==> src/sv/fsp_pkg.sv <==
// ============================================================================
// fsp_pkg - Fibonacci sphere point generator shared definitions
// Pipeline control struct, lattice constants and the CORDIC arctangent table.
// ============================================================================
package fsp_pkg;

    // Control that travels alongside every pipeline stage
    typedef struct packed {
        logic valid;
        logic err;
    } ctl_t;

    // round(2^32 * (3 - sqrt 5) / 2): golden angle as a turn fraction
    localparam logic [31:0] GOLDEN_TURN     = 32'h61C8_8647;
    // round(2^32 * 0.60725293500888): inverse CORDIC gain
    localparam logic [31:0] CORDIC_INV_GAIN = 32'h9B74_EDA8;

    // atan(2^-k) in units of 2^-32 turn
    function automatic logic [31:0] atan_turn(input logic [4:0] k);
        logic [31:0] a;
        case (k)
            5'd0:    a = 32'h2000_0000;
            5'd1:    a = 32'h12E4_051D;
            5'd2:    a = 32'h09FB_385B;
            5'd3:    a = 32'h0511_11D4;
            5'd4:    a = 32'h028B_0D43;
            5'd5:    a = 32'h0145_D7E1;
            5'd6:    a = 32'h00A2_F61E;
            5'd7:    a = 32'h0051_7C55;
            5'd8:    a = 32'h0028_BE53;
            5'd9:    a = 32'h0014_5F2F;
            5'd10:   a = 32'h000A_2F98;
            5'd11:   a = 32'h0005_17CC;
            5'd12:   a = 32'h0002_8BE6;
            5'd13:   a = 32'h0001_45F3;
            5'd14:   a = 32'h0000_A2F9;
            5'd15:   a = 32'h0000_517C;
            5'd16:   a = 32'h0000_28BE;
            5'd17:   a = 32'h0000_145F;
            5'd18:   a = 32'h0000_0A2F;
            5'd19:   a = 32'h0000_0517;
            5'd20:   a = 32'h0000_028B;
            5'd21:   a = 32'h0000_0145;
            5'd22:   a = 32'h0000_00A2;
            5'd23:   a = 32'h0000_0051;
            5'd24:   a = 32'h0000_0028;
            5'd25:   a = 32'h0000_0014;
            5'd26:   a = 32'h0000_000A;
            5'd27:   a = 32'h0000_0005;
            5'd28:   a = 32'h0000_0002;
            5'd29:   a = 32'h0000_0001;
            default: a = 32'h0000_0000;
        endcase
        return a;
    endfunction

endpackage

==> src/sv/fsp_sqrt_cell.sv <==
// ============================================================================
// fsp_sqrt_cell - One digit step of the integer square root
// Resolves one root bit; the trial bit weight is fixed by the cell position.
// ============================================================================
module fsp_sqrt_cell
    import fsp_pkg::*;
#(
    parameter int F    = 14,
    parameter int STEP = 0,
    parameter int SW   = 32
)
(
    input  logic              clk,
    input  logic              rst_n,
    input  logic              en,
    input  ctl_t              ctl_in,
    input  logic [2*F+1:0]    rem_in,
    input  logic [2*F+1:0]    res_in,
    input  logic [SW-1:0]     side_in,
    output ctl_t              ctl_out,
    output logic [2*F+1:0]    rem_out,
    output logic [2*F+1:0]    res_out,
    output logic [SW-1:0]     side_out
);

    localparam int SQW = 2 * F + 2;
    localparam logic [SQW-1:0] BIT = SQW'(1) << (2 * (F - STEP));

    ctl_t           ctl_reg;
    logic [SQW-1:0] rem_reg, res_reg, rem_next, res_next, sum;
    logic [SW-1:0]  side_reg;
    logic           ge;

    always_comb
    begin
        sum = res_in + BIT;
        ge  = (rem_in >= sum);
        if (ge)
        begin
            rem_next = rem_in - sum;
            res_next = (res_in >> 1) + BIT;
        end
        else
        begin
            rem_next = rem_in;
            res_next = res_in >> 1;
        end
    end

    always_ff @(posedge clk or negedge rst_n)
    begin
        if (!rst_n)
        begin
            ctl_reg <= '0;
        end
        else if (en)
        begin
            ctl_reg <= ctl_in;
        end
    end

    always_ff @(posedge clk)
    begin
        if (en)
        begin
            rem_reg  <= rem_next;
            res_reg  <= res_next;
            side_reg <= side_in;
        end
    end

    assign ctl_out  = ctl_reg;
    assign rem_out  = rem_reg;
    assign res_out  = res_reg;
    assign side_out = side_reg;

endmodule

==> config.mk <==
export PLATFORM = sky130hd
export DESIGN_NAME = fsp_sqrt_cell
export DESIGN_NICKNAME = d
export VERILOG_FILES = /design/src/sv/fsp_pkg.sv /design/src/sv/fsp_sqrt_cell.sv
export SDC_FILE = /design/constraint.sdc
export NUM_CORES = 1
export LEC_CHECK = 0
export ABC_AREA = 1
export BUFFER_PORTS_ARGS = -buffer_cell sky130_fd_sc_hd__buf_4
export CORE_MARGIN = 4
export CORE_UTILIZATION = 40
export DETAILED_ROUTE_END_ITERATION = 16
export GPL_TIMING_DRIVEN = 0
export PLACE_DENSITY = 0.64
export SYNTH_ARGS = -nofsm -noshare
export SYNTH_HDL_FRONTEND = slang
export SYNTH_SLANG_ARGS = --single-unit
==> constraint.sdc <==
create_clock -name clk -period 1.35 [get_ports clk]
set_input_delay 0.0675 -clock clk [delete_from_list [all_inputs] [get_ports clk]]
set_output_delay 0.0675 -clock clk [all_outputs]
set_load 0.02 [all_outputs]
== After elaboration in Yosys (flattened, before gate mapping) ==
Index checks and enable logic that the tools add are counted.

* Output and inout port bits: 94
* Register bits: 94
* Input bits: 97
* Word-level logic and storage cells: 12

* $add $sub $neg: 3
* Order comparisons: 1
* Multiplexer cells: 2

{| class="wikitable"
|+ Operators with widths
! operator !! count
|-
| adder 29 x 29 -> 30 bit, second input constant || 1
|-
| adder 30 x 29 -> 30 bit, second input constant || 1
|-
| greater-or-equal comparator 30 bit || 1
|-
| two-way mux 30 bit || 1
|-
| subtractor 30 bit || 1
|-
| two-way mux 29 bit || 1
|}

== Logic depth before layout (Yosys ltp) ==
* Depth after elaboration: 3
* Depth in mapped cells: 15
* Depth with buffers taken out: 15

== Worst setup path before layout ==
OpenSTA, ideal clock, no wires.

* Kind: input-to-reg
* Start: input rem_in[0]
* End: register rem_reg[27], in the netlist rem_out[27] (data pin)
* Arrival: 1.660 ns
* Stages: 15
* Required time: 1.098 ns
* Setup slack: -0.563 ns
* Setup time: 0.252 ns
* Path buffers: 1
* Cells stage by stage: inv_1 > ha_1 > inv_1 > fa_1 > nand3_1 > nand3_2 > nand2_1 > nand2_2 > nand2_1 > nand2_2 > nand2_2 > nand3_4 > buf_12 > nand3_2 > nand2_1

* Word-level cells in the longest chain between the ends: 2
* Elaborated cells on any way between the ends: 3
* Those cells by class: add/sub: 1; order compare: 1; mux: 1

{| class="wikitable"
|+ Ends and longest elaborated chain
! what !! RTL line !! source
|-
| start: declaration || fsp_sqrt_cell.sv:17 || <nowiki>input logic [2*F+1:0] rem_in,</nowiki>
|-
| subtractor 30 bit or greater-or-equal comparator 30 bit (tied branches) || fsp_sqrt_cell.sv:40, fsp_sqrt_cell.sv:37 ||
|-
| two-way mux 30 bit (*) || fsp_sqrt_cell.sv:38 || <nowiki>if (ge)</nowiki>
|-
| named net rem_next[27] || fsp_sqrt_cell.sv:30 || <nowiki>logic [SQW-1:0] rem_reg, res_reg, rem_next, res_next, sum;</nowiki>
|-
| end signal: assignment || fsp_sqrt_cell.sv:66 || <nowiki>rem_reg <= rem_next;</nowiki>
|-
| end: declaration || fsp_sqrt_cell.sv:30 ||
|}

The timed path passes the listed nets; every way through them passes the cells marked *.
A chain may end at the register's enable or synchronous reset.

== Final worst setup path ==
* Start: input rem_in[0]
* End: register rem_reg[23], in the netlist rem_out[23] (data pin)

Same word-level chain as after synthesis.

==> flow_summary_export.csv <==
group,metric,value,unit
outcome,run_status,"finished with violations",
outcome,failed_checks,"negative setup slack",
floorplanning,floorplan.rows,44,
floorplanning,floorplan.die.height,130,microns
synth,synth.most_common_cell,"sky130_fd_sc_hd__nand2_1",
timing,max_freq,0.590,GHz
min_path,worstHoldPathCells,3,
route,wl_per_cell,15.1,microns
timing,clock_skew,0,ns
final_layout,flow.area_growth_from_synthesis,54.6,%
synth,cell_types_occupying_the_most_area_after_synthesis,"sky130_fd_sc_hd__edfxtp_1 47%, sky130_fd_sc_hd__nand2_1 15%, sky130_fd_sc_hd__inv_1 9.2%",
timing,setup_viol_count_final,32,
clock_tree,cts_htree_levels,3,
timing,max_slew_violation_count,0,
synth,synth_common_cells,"231 x sky130_fd_sc_hd__nand2_1, 145 x sky130_fd_sc_hd__inv_1, 92 x sky130_fd_sc_hd__edfxtp_1, 53 x sky130_fd_sc_hd__nand3_1, 36 x sky130_fd_sc_hd__nor2_1",
floorplanning,fp.coreArea,14500,sq um
floorplanning,floorplan.initialDensity,40.8,%
final_layout,nets,1120,
route,ant_nets,0,
timing,min_period,1.69,ns
min_path,holdCritPathClass,"input pin to register",
timing,finalHoldViolations,0,
critical_path,rr_endpoint,"ctl_out[1]",
synth,syn_area,5930,sq um
route,drtPass1Iterations,4,
critical_path,reg2reg_slack,0.60,ns
synth,synth.yosys.seq_area_share,47.5,%
critical_path,worst_ep_arrival_time,1.80,ns
timing,rsz0062_at_grt,"true",
synth,synthDominantCellAreaShare,46.6,%
synth,synth-main-ff-cell,"sky130_fd_sc_hd__edfxtp_1",
clock_tree,clk_pin_slew_worst_paths,0.07,ns
final_layout,fin_util,63.1,%
critical_path,worstRegToRegCells,1,
grt,grt_first_pass_wirelength,28000,microns
synth,synth-warning-count,0,
clock_tree,cts_tree,"yes",
critical_path,crit_path_top_delay_cell,"sky130_fd_sc_hd__fa_2",
synth,netlist-cell-type-count,35,
critical_path,worstPathMaxFanout,7,
run,max-cap-violations,0,
grt,gr-usage-all-layers,21.4,%
power_and_ir_drop,leakage,4.53,nW
synth,syn-instance-count,704,
route,detail_route.drc_violations,0,
final_layout,antennaDiodeCount,0,
placement,place.port_buffers,190,
critical_path,critical-path-max-stage-delay,0.40,ns
critical_path,end_kind,"register",
grt,globalRouteOverflowTotal,0,
final_layout,area_used_by_multi_input_combinational_logic,2810,sq um
placement,routability_congestion,0.891,
floorplanning,design.die.area,16800,sq um
power_and_ir_drop,p_per_area,1030,nW/um^2
timing,transition_time_of_the_tightest_slew_check_pin,1.19,ns
route,detail_route.vias_per_cell,4.68,
synth,synth.avg_cell_area,8.42,sq um
critical_path,top_cell_by_count_worst_path,"sky130_fd_sc_hd__nand2_2",
synth,synth_edf_count,92,
floorplanning,die_width,130,microns
final_layout,drive_above_1_share,35.3,%
min_path,worstHoldStart,"rem_in[21]",
grt,grt_antenna_before_repair,0,
final_layout,num-fill-cells,1264,
critical_path,timing.critical_path.cells,"buf_8, inv_12, ha_4, inv_4, fa_2, nand3_2, nand3_2, nand2_2, nand2_2, nand2_2, nand2_2, nand2_2, nand3_4, buf_12, buf_12, nand3_4, nand2_2",
min_path,hold_path_end,"rem_out[21]",
route,first_iter_violations,255,
critical_path,crit_path_category,"input pin to register",
grt,pin_count_of_the_biggest_net_entering_global_routing,95,
final_layout,combined_flip_flop_and_latch_cell_area,2810,sq um
critical_path,worst_setup_start_kind,"input pin",
route,wirelength,17800,microns
power_and_ir_drop,max-vdd-ir-drop,627,uV
clock_tree,tritoncts_sinks,94,
clock_tree,cts.root.buffer_cell,"sky130_fd_sc_hd__clkbuf_16",
synth,synth_seq_cells,94,
synth,ffs_w_async_s_r_synth,2.13,%
critical_path,critPathRequiredTime,1.46,ns
placement,detailed_place_hpwl,12900,microns
synth,synth_largest_area_cell,"sky130_fd_sc_hd__edfxtp_1",
synth,synthesis.nets,832,
clock_tree,cts_inserted_buffers,9,
timing,final.period_utilization,125,%
timing,finalWorstSetupSlack,-0.344,ns
clock_tree,clkLatencyLatePin,0.35,ns
floorplanning,boundaryPins,191,
grt,grt_pass1_vias,5489,
timing,setup_tns,-10.00,ns
critical_path,crit-reg2reg-launch,"ctl_out[1]",
timing,slew-limit-headroom,21.0,%
placement,post_place_setup_slack,-0.886,ns
route,detailroute.via_count,5530,
clock_tree,clock_path_buffers,2,
==> where the power goes <==
| group | total, W | internal, W | switching, W | leakage (nW) |
|---|---|---|---|---|
| clock | 0.00249 | 0.00129 | 0.00120 | 0.144 |
| sequential | 0.00367 | 0.00358 | 0.0000829 | 0.923 |
| combinational | 0.00329 | 0.00146 | 0.00182 | 3.46 |
==> logic make-up (layout without fill, tap and decap cells) <==
family,Yosys count,after routing,synth area share [%]
flip-flops,94,94,47.5
adder cells (fa/ha/maj),31,31,6.67
buffers and inverters,154,447,10.6
XOR/XNOR,14,14,2.07
AND/OR/NAND/NOR,375,375,28.8
AO/OA/AOI/OAI,34,34,3.97
multiplexers,2,2,0.380
==> registers in the layout, indices dropped and copies added (netlist names) <==
| register | flops |
|---|---|
| rem_out | 30 |
| side_out | 32 |
| ctl_out | 2 |
| res_out | 30 |
==> worst max path at each step <==
stage / startpoint / end / slack (ns) / cells after the start
after detailed placement: res_in[29] / rem_out[22] / -0.89 / 11
after floorplan: rem_in[0] / rem_out[2] / -0.47 / 15
after global routing: rem_in[0] / rem_out[22] / -0.41 / 17
after CTS: res_in[28] / rem_out[22] / -0.26 / 12
final: rem_in[0] / rem_out[23] / -0.34 / 17
after global placement: rem_in[0] / rem_out[23] / -0.88 / 16
==> metal layers <==
layer | wire length [microns] | up-vias | GRT usage [%] | share of wire, %
li1 | - | 2821 | - | -
met1 | 7970 | 2521 | 28.5 | 45
met2 | 8190 | 166 | 35.5 | 46
met3 | 1240 | 22 | 3.97 | 7.0
met4 | 422 | 0 | 7.03 | 2.4
met5 | 0 | - | 0 | 0
==> cells in the final DEF, fill, tap and decap left out, types with 5 or more instances in the layout <==
cell	count
sky130_fd_sc_hd__buf_12	5
sky130_fd_sc_hd__ha_4	12
sky130_fd_sc_hd__nor2_2	9
sky130_fd_sc_hd__inv_1	141
sky130_fd_sc_hd__buf_8	5
sky130_fd_sc_hd__clkbuf_16	9
sky130_fd_sc_hd__nand4_1	8
sky130_fd_sc_hd__ha_2	6
sky130_fd_sc_hd__buf_4	205
sky130_fd_sc_hd__xor2_1	13
sky130_fd_sc_hd__nand3_4	6
sky130_fd_sc_hd__o21ai_2	12
sky130_fd_sc_hd__a21oi_1	16
sky130_fd_sc_hd__nand3_2	17
sky130_fd_sc_hd__nor2_4	6
sky130_fd_sc_hd__nor2_1	31
sky130_fd_sc_hd__nand2_2	34
sky130_fd_sc_hd__dlygate4sd3_1	63
sky130_fd_sc_hd__ha_1	12
sky130_fd_sc_hd__edfxtp_1	92
sky130_fd_sc_hd__nand2_1	209
sky130_fd_sc_hd__nand3_1	48
==> cell type report <==
class / count / share of cell area, %
Multi-Input combinational cell: 456 / 30.7
Sequential cell: 94 / 30.7
Tap cell: 184 / 2.51
Buffer: 6 / 1.06
Clock inverter: 7 / 0.683
Timing Repair Buffer: 277 / 25.7
Inverter: 148 / 6.23
Clock buffer: 9 / 2.46
==> critical path: cells and delay by family <==
family	cells	cell delay (ns)
adder cells (fa/ha/maj)	2	0.53
buffers and inverters	5	0.50
AND/OR/NAND/NOR	10	0.69
==> through the flow <==
| step | hold slack [ns] | std cells | power, W | instance area [sq um] |
|---|---|---|---|---|
| floorplan | -0.228 | 704 | 0.00536 | 5970 |
| global placement | -0.150 | 1078 | 0.00644 | 7620 |
| detailed placement | -0.150 | 1078 | 0.00648 | 7620 |
| CTS | 0.00765 | 1179 | 0.00947 | 9060 |
| global route | 0.0255 | 1181 | 0.00996 | 9160 |
| finish | 0.0247 | 1181 | 0.00945 | 9160 |
==> timing repair <==
item,CTS,global route
pin swaps,18,7
hold endpoints to repair,64,0
gates cloned,3,0
endpoints found under the setup margin,32,32
hold buffers,63,0
buffers inserted,19,2
gates resized for setup,57,18
No activity file was read; power rests on OpenSTA's default activity.
