**config.mk**
```make
export PLATFORM = sky130hd
export DESIGN_NAME = fsp_div_cell
export DESIGN_NICKNAME = d
export VERILOG_FILES = /design/src/sv/fsp_pkg.sv /design/src/sv/fsp_div_cell.sv
export SDC_FILE = /design/constraint.sdc
export NUM_CORES = 1
export LEC_CHECK = 0
export ABC_AREA = 1
export BUFFER_PORTS_ARGS = -buffer_cell sky130_fd_sc_hd__buf_4
export CAP_MARGIN = 20
export CELL_PAD_IN_SITES_DETAIL_PLACEMENT = 0
export CELL_PAD_IN_SITES_GLOBAL_PLACEMENT = 2
export CORE_ASPECT_RATIO = 1.5
export CORE_MARGIN = 5
export CORE_UTILIZATION = 25
export CTS_CLUSTER_DIAMETER = 40
export DETAILED_ROUTE_END_ITERATION = 8
export PLACE_DENSITY_LB_ADDON = 0.05
export SLEW_MARGIN = 20
export SYNTH_ARGS = -nofsm -noshare
export SYNTH_HDL_FRONTEND = slang
export SYNTH_SLANG_ARGS = --single-unit
export TNS_END_PERCENT = 100
```
**constraint.sdc**
```tcl
create_clock -name clk -period 0.8 [get_ports clk]
set_input_delay 0.04 -clock clk [delete_from_list [all_inputs] [get_ports clk]]
set_output_delay 0.04 -clock clk [all_outputs]
set_load 0.01 [all_outputs]
```
**src/sv/fsp_pkg.sv**
```systemverilog
// ============================================================================
// fsp_pkg - Fibonacci sphere point generator shared definitions
// Pipeline control struct, lattice constants and the CORDIC arctangent table.
// ============================================================================
package fsp_pkg;

    // Control that travels alongside every pipeline stage
    typedef struct packed {
        logic valid;
        logic err;
    } ctl_t;

    // round(2^32 * (3 - sqrt 5) / 2): golden angle as a turn fraction
    localparam logic [31:0] GOLDEN_TURN     = 32'h61C8_8647;
    // round(2^32 * 0.60725293500888): inverse CORDIC gain
    localparam logic [31:0] CORDIC_INV_GAIN = 32'h9B74_EDA8;

    // atan(2^-k) in units of 2^-32 turn
    function automatic logic [31:0] atan_turn(input logic [4:0] k);
        logic [31:0] a;
        case (k)
            5'd0:    a = 32'h2000_0000;
            5'd1:    a = 32'h12E4_051D;
            5'd2:    a = 32'h09FB_385B;
            5'd3:    a = 32'h0511_11D4;
            5'd4:    a = 32'h028B_0D43;
            5'd5:    a = 32'h0145_D7E1;
            5'd6:    a = 32'h00A2_F61E;
            5'd7:    a = 32'h0051_7C55;
            5'd8:    a = 32'h0028_BE53;
            5'd9:    a = 32'h0014_5F2F;
            5'd10:   a = 32'h000A_2F98;
            5'd11:   a = 32'h0005_17CC;
            5'd12:   a = 32'h0002_8BE6;
            5'd13:   a = 32'h0001_45F3;
            5'd14:   a = 32'h0000_A2F9;
            5'd15:   a = 32'h0000_517C;
            5'd16:   a = 32'h0000_28BE;
            5'd17:   a = 32'h0000_145F;
            5'd18:   a = 32'h0000_0A2F;
            5'd19:   a = 32'h0000_0517;
            5'd20:   a = 32'h0000_028B;
            5'd21:   a = 32'h0000_0145;
            5'd22:   a = 32'h0000_00A2;
            5'd23:   a = 32'h0000_0051;
            5'd24:   a = 32'h0000_0028;
            5'd25:   a = 32'h0000_0014;
            5'd26:   a = 32'h0000_000A;
            5'd27:   a = 32'h0000_0005;
            5'd28:   a = 32'h0000_0002;
            5'd29:   a = 32'h0000_0001;
            default: a = 32'h0000_0000;
        endcase
        return a;
    endfunction

endpackage

```
**src/sv/fsp_div_cell.sv**
```systemverilog
// ============================================================================
// fsp_div_cell - One restoring-division step
// Shifts in one numerator bit, trial-subtracts the divisor, emits a quotient bit.
// ============================================================================
module fsp_div_cell
    import fsp_pkg::*;
#(
    parameter int IW = 16,
    parameter int QW = 16,
    parameter int SW = 32
)
(
    input  logic          clk,
    input  logic          rst_n,
    input  logic          en,
    input  ctl_t          ctl_in,
    input  logic [IW-1:0] den_in,
    input  logic [IW-1:0] rem_in,
    input  logic [QW-1:0] low_in,
    input  logic [QW-1:0] quo_in,
    input  logic [SW-1:0] side_in,
    output ctl_t          ctl_out,
    output logic [IW-1:0] den_out,
    output logic [IW-1:0] rem_out,
    output logic [QW-1:0] low_out,
    output logic [QW-1:0] quo_out,
    output logic [SW-1:0] side_out
);

    ctl_t          ctl_reg;
    logic [IW-1:0] den_reg, rem_reg, rem_next;
    logic [QW-1:0] low_reg, quo_reg, quo_next;
    logic [SW-1:0] side_reg;
    logic [IW:0]   trial, diff;
    logic          ge;

    always_comb
    begin
        trial    = {rem_in, low_in[QW-1]};
        diff     = trial - {1'b0, den_in};
        ge       = (trial >= {1'b0, den_in});
        rem_next = ge ? diff[IW-1:0] : trial[IW-1:0];
        quo_next = {quo_in[QW-2:0], ge};
    end

    always_ff @(posedge clk or negedge rst_n)
    begin
        if (!rst_n)
        begin
            ctl_reg <= '0;
        end
        else if (en)
        begin
            ctl_reg <= ctl_in;
        end
    end

    always_ff @(posedge clk)
    begin
        if (en)
        begin
            den_reg  <= den_in;
            rem_reg  <= rem_next;
            low_reg  <= {low_in[QW-2:0], 1'b0};
            quo_reg  <= quo_next;
            side_reg <= side_in;
        end
    end

    assign ctl_out  = ctl_reg;
    assign den_out  = den_reg;
    assign rem_out  = rem_reg;
    assign low_out  = low_reg;
    assign quo_out  = quo_reg;
    assign side_out = side_reg;

endmodule

```
==> Word level (Yosys, flattened, before mapping) <==
Index checks and enable logic that the tools add are counted.
{ "word_totals": {"register_bits": 97, "out_inout_bits": 98, "word_cells": 10, "inputBits": 101} }
{ "op_classes": {"n_addsub": 1, "muxes": 1, "n_lt_le_gt_ge": 1} }
{ "op_table": {"columns": ["op", "n"], "rows": [
  ["17-bit by 16-bit >= comparator with 1-bit output", 1],
  ["16-bit two-way mux", 1],
  ["16-bit subtractor", 1]
]} }

==> Longest topological paths before layout <==
Gate-level depths: netlist of run 1.
{ "depth": {"ltp_word": 2, "ltp_mapped": 14, "ltp_nobuf": 13} }

==> Worst setup path after synthesis of run 1 <==
No wires, ideal clock.
{ "synth_timing": {"kind": "input -> register", "from": "input port den_in[3]", "to": "register rem_reg[12], in the netlist rem_out[12] (data pin)", "setup_slack_ns": -0.726, "setup_time_ns": 0.253, "arrival_time_ns": 1.273, "path_stages": 14, "n_path_buf": 2, "t_required_ns": 0.547, "cell_sequence": "inv_1 > ha_1 > nand2_1 > inv_1 > nand2_1 > nand2_1 > nand2_1 > nand3_2 > nand2_1 > nand2_2 > buf_6 > buf_12 > nand3_1 > nand2_1"} }
{ "synth_via": {"elab_chain_cells": 2, "word_cells_on_any_way": 3, "cone_classes": "1 x add/sub; 1 x order compare; 1 x mux"} }
{ "synth_lines": {"columns": ["element", "line", "rtl"], "rows": [
  ["start: declaration", "fsp_div_cell.sv:17", "input logic [IW-1:0] den_in,"],
  ["17-bit by 16-bit >= comparator with 1-bit output", "fsp_div_cell.sv:41", "ge = (trial >= {1'b0, den_in});"],
  ["net ge", "fsp_div_cell.sv:35", "logic ge;"],
  ["16-bit two-way mux", "fsp_div_cell.sv:42", "rem_next = ge ? diff[IW-1:0] : trial[IW-1:0];"],
  ["net rem_next[12]", "fsp_div_cell.sv:31", "logic [IW-1:0] den_reg, rem_reg, rem_next;"],
  ["end signal: assignment", "fsp_div_cell.sv:63", "rem_reg <= rem_next;"],
  ["end: declaration", "fsp_div_cell.sv:31", null]
]} }
The timed path passes the listed nets, and every way through them passes these cells.
A chain may end at the register's enable or synchronous reset.

==> Worst setup path after layout of run 1 <==
{ "layout_timing": {"from": "input port den_in[5]", "to": "register rem_reg[10], in the netlist rem_out[10] (data pin)"} }
{ "layout_via": {"elab_chain_cells": 2, "word_cells_on_any_way": 3, "cone_classes": "1 x add/sub; 1 x order compare; 1 x mux"} }
{ "layout_lines": {"columns": ["element", "line"], "rows": [
  ["16-bit subtractor or 17-bit by 16-bit >= comparator with 1-bit output (tied branches)", "fsp_div_cell.sv:40, fsp_div_cell.sv:41"],
  ["16-bit two-way mux (*)", "fsp_div_cell.sv:42"],
  ["net rem_next[10]", "fsp_div_cell.sv:31"]
]} }
Mark *: on every way through the listed nets, which the timed path passes. The rest lies on a longest branch.

==> metrics.md, run 1 <==
| Metric | Value |
|---|---|
| Status | finished, violations left |
| Violations in the final reports | setup timing |
| Area leader, netlist | edfxtp_1 |
| Yosys warnings | 0 |
| Largest net degree at the start of global routing | 23 |
| Sequential share of the synthesized area | 0.682 |
| CTS Buf Count | 9 |
| Total track usage | 0.144 |
| H-Tree Depth | 3 |
| Port bufs | 196 |
| CP Class | primary input to flip-flop |
| Clock Pin Slew Worst Setup and Hold Paths | about 0.08 ns |
| Routed vias | 3,878 |
| Multi-input gate area in the final layout | around 1600 um2 |
| Syn Area/Cell | about 12 um2 |
| Synth unique cells | 26 |
| Sink Count | 97 |
| HP Class | primary input to async pin |
| Gr ovfl total | 0 |
| VDD IR max | around 0.95 mV |
| Core area | between 15,000 and 20,000 um2 |
| Instance count of the mapped netlist | 370 |
| Fin crit share | 1.60 |
| Sequential cell area | between 2000 and 3000 um2 |
| Post-synthesis async set-or-reset flop share | 0.0206 |
| Clk root buf | clkbuf_16 |
| Die Footprint | between 15,000 and 20,000 um2 |
| Number of flops mapped to enable cells by yosys | 95 |
| Fmax achieved | about 780 MHz |
| Via-to-Cell Ratio | ~4.1 |
| # DRC | 0 |
| TNS Setup | -17.25 ns |
| Area after DPL | approximately 6700 um2 |
| I/O Pins | ~200 |
| Highest Signal Layer | met4 |
| MaxCap Viol Count | 0 |
| WP data required | 0.90 ns |
| Utilization after layout | 0.523 |
| Clk_lat worst skew | around 0.34 ns |
| Initial DRT Pass Iterations | 4 |
| # rows | 58 |
| Total power | 14.8 mW |
| Mapped Nets | about 500 |
| FF+latch count, synth | between 90 and 100 |
| Area growth from synthesis to layout | 106% |
| Synth area leaders | edfxtp_1 67%, nand2_1 11%, inv_1 5.3%, ha_1 4.7%, nand3_1 2.0% |
| Fillers | around 1,500 |
| Iteration-0 DRC Markers | approximately 120 |
| Min Tclk post-route | 1.28 ns |
| Number of global-route vias before repair | around 4,200 |
| Share of layout cells above drive strength 1 | 0.537 |
| Max-slew violations | 0 |
| Ant. Diodes | 0 |
| Number of nets in the layout | around 850 |
| DR WL/cell | ~16 um |
| CTS Buffer Depth | 2 |
| Ys flop type | edfxtp_1 |
| Initial antenna violation count | 0 |
| Die X | ~120 um |
| Initial Util | 0.254 |
| Fin. Hold Viols | 0 |
| Antenna viol nets, final | 0 |
| P_leak | 3.92 nW |
| Wire length on met3 | approximately 1.1 mm |
| Metal2 WL | 8.01 mm |
| GPL Wtd Cong | 0.774 |
| Pwr Density | approximately 1700 nW/um2 |
| Crit path max fanout | 5 |
| Clock skew | 0 ns |
| Mapped Area | around 4300 um2 |
| Setup ws final | -0.481 ns |
| Fin area | between 8000 and 9000 um2 |
| Critical Path Source Type | primary input |
| Setup violations, final | ~110 |
| Data arrival time of the critical path | ~1.4 ns |
| HPWL Detailed | between 10 and 15 mm |
| CTS tree | built |
| First-pass GRT wire length | about 22 mm |
| WL final | approximately 15 mm |
| Die H | ~170 um |
| RSZ-0062 raised after global routing | true |
| Metal-1 WL | about 5.5 mm |
| CP endpoint kind | flip-flop |
| Share of the synthesized area in the top cell type | 0.670 |
## state kept, by name, summed over array words and instances, names as in the netlist
name,flops
quo_out,16
ctl_out,2
rem_out,16
den_out,16
low_out,15
side_out,32
## layer usage
| layer | vias to the layer above | global-route usage |
|---|---|---|
| met1 | 1790 | 0.161 |
| met2 | 131 | 0.276 |
| li1 | 1949 | - |
| met5 | - | 0 |
| met4 | 0 | 0.0363 |
| met3 | 8 | 0.0250 |
## layout by cell type (no fill, tap or decap), types with 6 or more instances in the layout
master and count:
nor2_4 7, nand2_2 39, inv_2 14, dlygate4sd3_1 92, edfxtp_1 95, nand3_2 9
buf_6 111, nand2_1 73, nor2_1 10, a21oi_1 6, buf_4 142, ha_4 16
nand3_1 8, nand2_4 9, inv_1 39, clkbuf_16 9
## layout make-up
type / count / share of cell area
timing repair buffer: 356 / 0.392
clock buffer: 10 / 0.0273
multi-input combinational: 209 / 0.184
clock inverter: 6 / 0.00656
tap: 210 / 0.0300
sequential: 97 / 0.331
inverter: 60 / 0.0291
## report_power, final
part	switching, mW	internal (mW)
clock	2.08	2.27
sequential	0.213	6.13
combinational	1.73	2.41
total	4.02	10.8
## cells in the mapped netlist, types with 3 or more instances
cell type / instances
ha_1: 16
inv_1: 60
nand4_1: 4
nand2_1: 120
xor2_1: 5
nand3_1: 17
nor2_2: 3
nor2_1: 16
a21oi_1: 9
edfxtp_1: 95
## worst paths after layout
path | endpoint | cells past startpoint | start | slack [ns]
min in group clk | rem_out[8] | 3 | rem_in[7] | 0.02
worst min register to register | ctl_out[0] | 1 | ctl_out[0] | 0.54
worst min-delay path | ctl_out[0] | 2 | rst_n | 0.02
max in group asynchronous | ctl_out[1] | 2 | rst_n | 0.69
worst max register to register | ctl_out[1] | 1 | ctl_out[1] | 0.02
worst max-delay path | rem_out[10] | 13 | den_in[5] | -0.48
## through the flow
step	setup slack (ns)	cells	hold WS (ns)
floorplan	-0.582	370	-0.256
global placement	-0.986	832	-0.177
detailed placement	-0.979	832	-0.175
CTS	-0.479	948	0.00459
global route	-0.530	948	0.00210
finish	-0.481	948	0.0155
## kinds of logic after synthesis
family,synth area share
buffers and inverters,0.0647
multiplexers,0.00529
AO/OA/AOI/OAI,0.0147
other,0.000881
XOR/XNOR,0.0123
adder cells (fa/ha/maj),0.0517
flip-flops,0.682
AND/OR/NAND/NOR,0.168
## critical path, stage by stage
cell     delay [ns]
buf_4          0.08
inv_1          0.05
ha_4           0.30
nand2_4        0.08
nor2_4         0.16
nand3_4        0.10
nand3_4        0.11
nand2_4        0.07
nand2_8        0.10
inv_6          0.05
buf_6          0.13
nand2_1        0.05
nand2_1        0.06
## repair_timing
| item | 4_1_cts | 5_1_grt |
|---|---|---|
| endpoints found under the hold margin | 93 | 0 |
| gates cloned | 2 | 0 |
| hold buffers | 92 | 0 |
| gates resized for setup | 143 | 72 |
| setup buffers | 6 | 0 |
| endpoints found under the setup margin | 114 | 115 |
| pin swaps | 18 | 18 |
No activity file was read; power rests on OpenSTA's default activity.
==> run 2, diff against run 1 <==
Settings changed: ABC_AREA 1 to not set, CORE_UTILIZATION 25 to 27.
==> run 2 against run 1 <==
  * The run still ends with setup timing left
  * Critical path type unchanged
  * Utilization grew 0.68 points
  * Via count shrank 11%
  * Sequential share of layout area grew 3.4 points
  * Worst setup slack lost 0.50 ns
  * Cell count shrank 15%
==> metrics.md, run 2 <==
| Metric | Value |
|---|---|
| Fin. Hold Viols | 0 (unchanged) |
| Reg2reg path depth | 2 (+1) |
| Die X | 111 um (-4.9%) |
| Commonest non-fill, non-tap cell in the layout | buf_4 |
| Synth area leaders | edfxtp_1 69%, ha_1 4.9%, mux2_4 2.9%, inv_1 1.8%, dfrtp_1 1.2% |
| Status | finished, violations left |
| Synth unique cells | 48 (+85%) |
| TNS Setup | -25.49 ns (-8.24 ns) |
| Sink Count | 97 (unchanged) |
| Area leader, netlist | edfxtp_1 |
| Most frequent cells in the layout | 160 x buf_4, 95 x edfxtp_1, 95 x buf_6, 81 x dlygate4sd3_1, 15 x inv_1 |
| P_int | 10.6 mW (-1.9%) |
| WL final | 13.5 mm (-8.1%) |
| Syn Area/Cell | 16.3 um2 (+41%) |
| Data arrival time of the critical path | 1.87 ns (+0.49 ns) |
| Initial antenna violation count | 0 (unchanged) |
| Fin crit share | 2.23 (+0.630) |
| Ys flop type | edfxtp_1 |
| Combinational Power Share | 0.250 (-0.029) |
| CP endpoint kind | flip-flop |
| WP data required | 0.89 ns (about the same) |
| Count leader, synth | edfxtp_1 |
| Clk root buf | clkbuf_16 |
| FF+latch count, synth | 97 (unchanged) |
| Core area | 15,000 um2 (-11%) |
| Number of nets in the layout | 719 (-16%) |
| HPWL Detailed | 9.71 mm (-12%) |
| Iteration-0 DRC Markers | 126 (+2.4%) |
| Via-to-Cell Ratio | 4.30 (+5.2%) |
| VDD IR max | 0.860 mV (-9.8%) |
| Violations in the final reports | setup timing |
| Gr ovfl total | 0 (unchanged) |
| Share of the synthesized area in the top cell type | 0.694 (+0.0233) |
| Antenna viol nets, final | 0 (unchanged) |
| Die H | 161 um (-5.1%) |
| Number of global-route vias before repair | 3,656 (-13%) |
| Mapped Area | 4110 um2 (-3.4%) |
| Initial Util | 0.274 (+0.0203) |
| Pwr Density | 1790 nW/um2 (+5.8%) |
| Hold depth | 2 |
| CP Class | primary input to flip-flop |
| Commonest cells post-synth | 95 x edfxtp_1, 20 x inv_1, 16 x ha_1, 11 x nor2_1, 9 x o21ai_0 |
| P_leak | 3.48 nW (-11%) |
| Yosys warnings | 0 (unchanged) |
| Number of flops mapped to enable cells by yosys | 95 (unchanged) |
| Max-slew violations | 0 (unchanged) |
| First-pass GRT wire length | 20.5 mm (-6.1%) |
| RSZ-0062 raised after global routing | true |
| Crit path max fanout | 6 (+1) |
| I/O Pins | 199 (unchanged) |
| # DRC | 0 (unchanged) |
| Min Tclk post-route | 1.78 ns (+0.504 ns) |
| Critical Path Source Type | primary input |
| Fin area | 7950 um2 (-9.3%) |
| Worst Hold Margin | 0.0126 ns (-0.00289 ns) |
| # rows | 55 (-5.2%) |
| Clock Pin Slew Worst Setup and Hold Paths | 0.08 ns (about the same) |
| Fillers | 1,336 (-11%) |
| Clk_lat worst skew | 0.33 ns (about the same) |
| Routed vias | 3,465 (-11%) |
| Port bufs | 196 (unchanged) |
| Clock skew | 0 ns (unchanged) |
| DR WL/cell | 16.8 um (+8.2%) |
| Share of layout cells above drive strength 1 | 0.526 (-0.0102) |
| H-Tree Depth | 3 (unchanged) |
| CTS Buffer Depth | 2 (unchanged) |
| Setup violations, final | 115 (+0.88%) |
| Die Footprint | 17,900 um2 (-9.8%) |
| Net Sw Power | 3.61 mW (-10%) |
| Setup ws final | -0.985 ns (-0.504 ns) |
| Utilization after layout | 0.530 (+0.00680) |
| Max reg flops | 32 (unchanged) |
| Initial DRT Pass Iterations | 4 (unchanged) |
| Total track usage | 0.146 (+0.00219) |
| Reg2reg setup slack | -0.08 ns (-0.10 ns) |
| Fmax achieved | 560 MHz (-28%) |
| Sequential share of the synthesized area | 0.706 (+0.0237) |
| MaxCap Viol Count | 0 (unchanged) |
| Area growth from synthesis to layout | 93.3% |
| Net Sw Frac | 0.254 (-0.0170) |
| HP Class | primary input to flip-flop |
| Area after DPL | 6330 um2 (-5.7%) |
| Reg power frac | 0.447 (+0.019) |
| GPL Wtd Cong | 0.786 (+1.6%) |
| Post-synthesis async set-or-reset flop share | 0.0206 (unchanged) |
| Instance count of the mapped netlist | 253 (-32%) |
| Clk pwr share | 0.304 (+0.011) |
| Largest net degree at the start of global routing | 44 (+91%) |
| CTS tree | built |
| Ant. Diodes | 0 (unchanged) |
| CTS Buf Count | 9 (unchanged) |
| Mapped Nets | 371 (-24%) |
-- run 2: cell count changes in the layout (fill, tap and decap cells not counted), sizes merged, moves of 6 or more --
cell / change
inv: -38
o21a: +6
o21ai: +8
dlygate4sd3: -11
nand2: -118
nand3: -12
mux2: +9
nor2: -8
-- run 2: power by group through the flow --
stage	Sequential (mW)	Clock, mW	Combinational (mW)
floorplan	6.62	0	0.875
global placement	6.36	0	2.85
detailed placement	6.37	0	2.86
CTS	6.32	4.52	3.44
global route	6.39	4.73	3.82
finish	6.35	4.32	3.55
-- run 2: cell families after synthesis --
kind of cell,synth area share
DFF,0.706
AOI/OAI and AO/OA,0.0952
and+or+nand+nor,0.0499
buffers and inverters,0.0356
adders and majority gates,0.0535
muxes,0.0399
xor gates and xnor gates,0.0192
other,0.000912
-- run 2: area by class of cell --
type,count,area [um2],share of cell area
clock inverters,6,57.6,0.00724
repair inverters,1,8.76,0.00110
repair buffers,342,3190,0.402
inverters,21,96.3,0.0121
flip-flops and latches,97,2900,0.365
clock buffers,10,239,0.0301
well taps,199,249,0.0313
multi-input cells,129,1200,0.151
-- run 2: worst paths after layout --
kind                       startpoint          to
max                         rem_in[6]  rem_out[4]
min                         rem_in[1]  rem_out[2]
max reg2reg                ctl_out[1]  ctl_out[1]
min reg2reg                ctl_out[0]  ctl_out[0]
max in group asynchronous       rst_n  ctl_out[0]
min in group asynchronous       rst_n  ctl_out[1]
-- run 2: worst max-delay path, cell delays in order --
cell and delay, ns:
buf_4 0.11, ha_2 0.20, a21oi_4 0.17, o21ai_2 0.08, a221o_1 0.35, a221oi_4 0.31, and2_4 0.25, inv_8 0.06
mux2_4 0.29
-- run 2: metal layers --
metal  wire [um]  share of wire  GRT usage  up-vias
met5           0              0          0        -
met4         250          0.018     0.0493        0
met3         676          0.050     0.0349       16
met2        7430           0.55      0.273      128
met1        5160           0.38      0.161     1660
li1            -              -          -     1661
-- run 2: what timing repair did --
| action | CTS | global route |
|---|---|---|
| endpoints found under the setup margin | 114 | 115 |
| pin swaps | 5 | 13 |
| resized for setup | 76 | 48 |
| cloned | 1 | 0 |
| hold endpoints to repair | 84 | 0 |
| setup buffers | 2 | 3 |
| hold buffers | 81 | 0 |
-- run 2: stage by stage --
step	instances	power, mW	setup slack (ns)
after floorplan	253	7.49	-1.57
after global placement	702	9.21	-1.46
after detailed placement	702	9.23	-1.49
after CTS	802	14.3	-1.01
after global routing	805	14.9	-1.04
final	805	14.2	-0.985
==> run 3, diff against run 2 <==
Settings changed: SKIP_CTS_REPAIR_TIMING set to 1.
==> run 3 against run 2 <==
  * The run ends with hold timing, setup timing left
  * Die area is the same
  * Largest cell class unchanged
  * Utilization rose by 0.58 points
  * Via count up 0.20%
==> metrics.md, run 3 (synthesis results as in run 2) <==
| Metric | Value |
|---|---|
| Max-slew violations | 0 (unchanged) |
| Status | finished, violations left |
| Number of nets in the layout | 717 (-0.28%) |
| CP Class | primary input to flip-flop |
| Via-to-Cell Ratio | 4.32 (+0.45%) |
| Crit path max fanout | 11 (+5) |
| Die Footprint | 17,900 um2 (unchanged) |
| Dpl ws | -1.49 ns (unchanged) |
| Area growth from synthesis to layout | 95.4% |
| HPWL Detailed | 9.71 mm (unchanged) |
| WP data required | 0.89 ns (about the same) |
| Fin crit share | 2.21 (-0.0222) |
| Die X | 111 um (unchanged) |
| MaxCap Viol Count | 0 (unchanged) |
| # DRC | 0 (unchanged) |
| Largest stage delay, worst path | 0.37 ns (+0.02 ns) |
| Metal2 WL | 7.30 mm (-1.8%) |
| Antenna viol nets, final | 0 (unchanged) |
| Max reg flops | 32 (unchanged) |
| Setup ws final | -0.967 ns (+0.0177 ns) |
| P_leak | 3.48 nW (+0.12%) |
| Fmax achieved | 566 MHz (+1.0%) |
| Setup violations, final | 115 (unchanged) |
| Max stage delay cell, worst path | a221o_1 |
| Initial DRT Pass Iterations | 5 (+1) |
| Share of layout cells above drive strength 1 | 0.545 (+0.0183) |
| Core area | 15,000 um2 (unchanged) |
| Wire length on met3 | 649 um (-4.0%) |
| Worst Hold Margin | -0.124 ns (-0.136 ns) |
| CTS Buffer Depth | 2 (unchanged) |
| Utilization after layout | 0.536 (+0.00575) |
| Min Tclk post-route | 1.77 ns (-0.0177 ns) |
| Placed instance count | 702 (unchanged) |
| Sink Count | 97 (unchanged) |
| Ant. Diodes | 0 (unchanged) |
| Total track usage | 0.132 (-0.0144) |
| Most frequent cells in the layout | 163 x buf_4, 95 x edfxtp_1, 91 x buf_6, 80 x dlygate4sd3_1, 15 x inv_1 |
| Largest net degree at the start of global routing | 44 (unchanged) |
| Clock skew | 0 ns (unchanged) |
| CTS Buf Count | 9 (unchanged) |
| Die H | 161 um (unchanged) |
| Pwr Density | 1790 nW/um2 (-0.19%) |
| Port bufs | 196 (unchanged) |
| H-Tree Depth | 3 (unchanged) |
| RSZ-0062 raised after global routing | true |
| CTS tree | built |
| WL final | 13.5 mm (-0.36%) |
| HP Class | primary input to flip-flop |
| Critical Path Source Type | primary input |
| Routed vias | 3,472 (+0.20%) |
| Highest Signal Layer | met4 |
| Initial Util | 0.274 (unchanged) |
| TNS Setup | -25.29 ns (+0.202 ns) |
| Clock Pin Slew Worst Setup and Hold Paths | 0.08 ns (about the same) |
| Layout Cells excl Fill | 803 (-0.25%) |
| I/O Pins | 199 (unchanged) |
| DR WL/cell | 16.8 um (-0.11%) |
| Commonest non-fill, non-tap cell in the layout | buf_4 |
| Gr ovfl total | 0 (unchanged) |
| Metal-1 WL | 5.26 mm (+1.8%) |
| CP endpoint kind | flip-flop |
| CP Cell Sequence | buf_8, inv_4, ha_4, a21oi_4, o21ai_2, a221o_1, a221oi_4, and2_4, inv_8, mux2_4 |
| # rows | 55 (unchanged) |
| Reg2reg setup slack | -0.08 ns (about the same) |
| Clk root buf | clkbuf_16 |
| Violations in the final reports | hold timing, setup timing |
| Data arrival time of the critical path | 1.86 ns (about the same) |
| GPL Wtd Cong | 0.786 (unchanged) |
| First-pass GRT wire length | 18.2 mm (-11%) |
| Clk_lat worst skew | 0.33 ns (about the same) |
| Number of global-route vias before repair | 3,196 (-13%) |
| Initial antenna violation count | 0 (unchanged) |
| VDD IR max | 0.890 mV (+3.5%) |
| Iteration-0 DRC Markers | 140 (+11%) |
| Fin. Hold Viols | 1 (+1) |
==> run 3: cell count changes in the layout (fill, tap and decap cells not counted), moves of 2 or more <==
| cell | previous run | this run |
|---|---|---|
| ha_4 | 7 | 9 |
| buf_4 | 160 | 163 |
| o21ai_2 | 1 | 4 |
| o31ai_1 | 3 | 1 |
| ha_1 | 7 | 5 |
| o31ai_4 | 0 | 3 |
| o21ai_0 | 9 | 6 |
| buf_6 | 95 | 91 |
==> run 3: report_power, final <==
part           switching [mW]  internal [mW]  total, mW  leakage (nW)
clock                    2.07           2.27       4.34         0.147
combinational            1.40           2.26       3.66          2.38
sequential              0.212           6.13       6.35         0.953
==> run 3: worst max-delay path, delay by kind of cell <==
kind | cells | cell delay, ns
AOI/OAI and AO/OA | 4 | 0.88
and+or+nand+nor | 1 | 0.22
buffers and inverters | 3 | 0.21
muxes | 1 | 0.29
adders and majority gates | 1 | 0.20
==> run 3: cell type report <==
type                    count  area [um2]
clock buffers              10         239
clock inverters             6        57.6
fillers                  1310        6970
inverters                  21        98.8
multi-input cells         129        1310
flip-flops and latches     97        2900
well taps                 199         249
repair buffers            341        3180
==> run 3: worst paths after layout <==
check,start,endpoint,cells after the start
setup / recovery,den_in[8],rem_out[4],10
hold / removal,den_in[8],den_out[8],1
setup reg to reg,ctl_out[1],ctl_out[1],2
hold reg to reg,ctl_out[0],ctl_out[0],1
max in group asynchronous,rst_n,ctl_out[0],2
min in group asynchronous,rst_n,ctl_out[1],2
==> run 3: routing by layer <==
layer / vias up / GRT usage
met1: 1673 / 0.147
met3: 18 / 0.0349
met5: - / 0
met4: 0 / 0.0493
li1: 1655 / -
met2: 126 / 0.240
==> run 3: stage by stage <==
stage / power, mW / instance area (um2)
floorplan: 7.49 / 4170
global placement: 9.21 / 6330
detailed placement: 9.23 / 6330
finish: 14.3 / 8040
CTS: 13.6 / 6620
global route: 15.1 / 8040
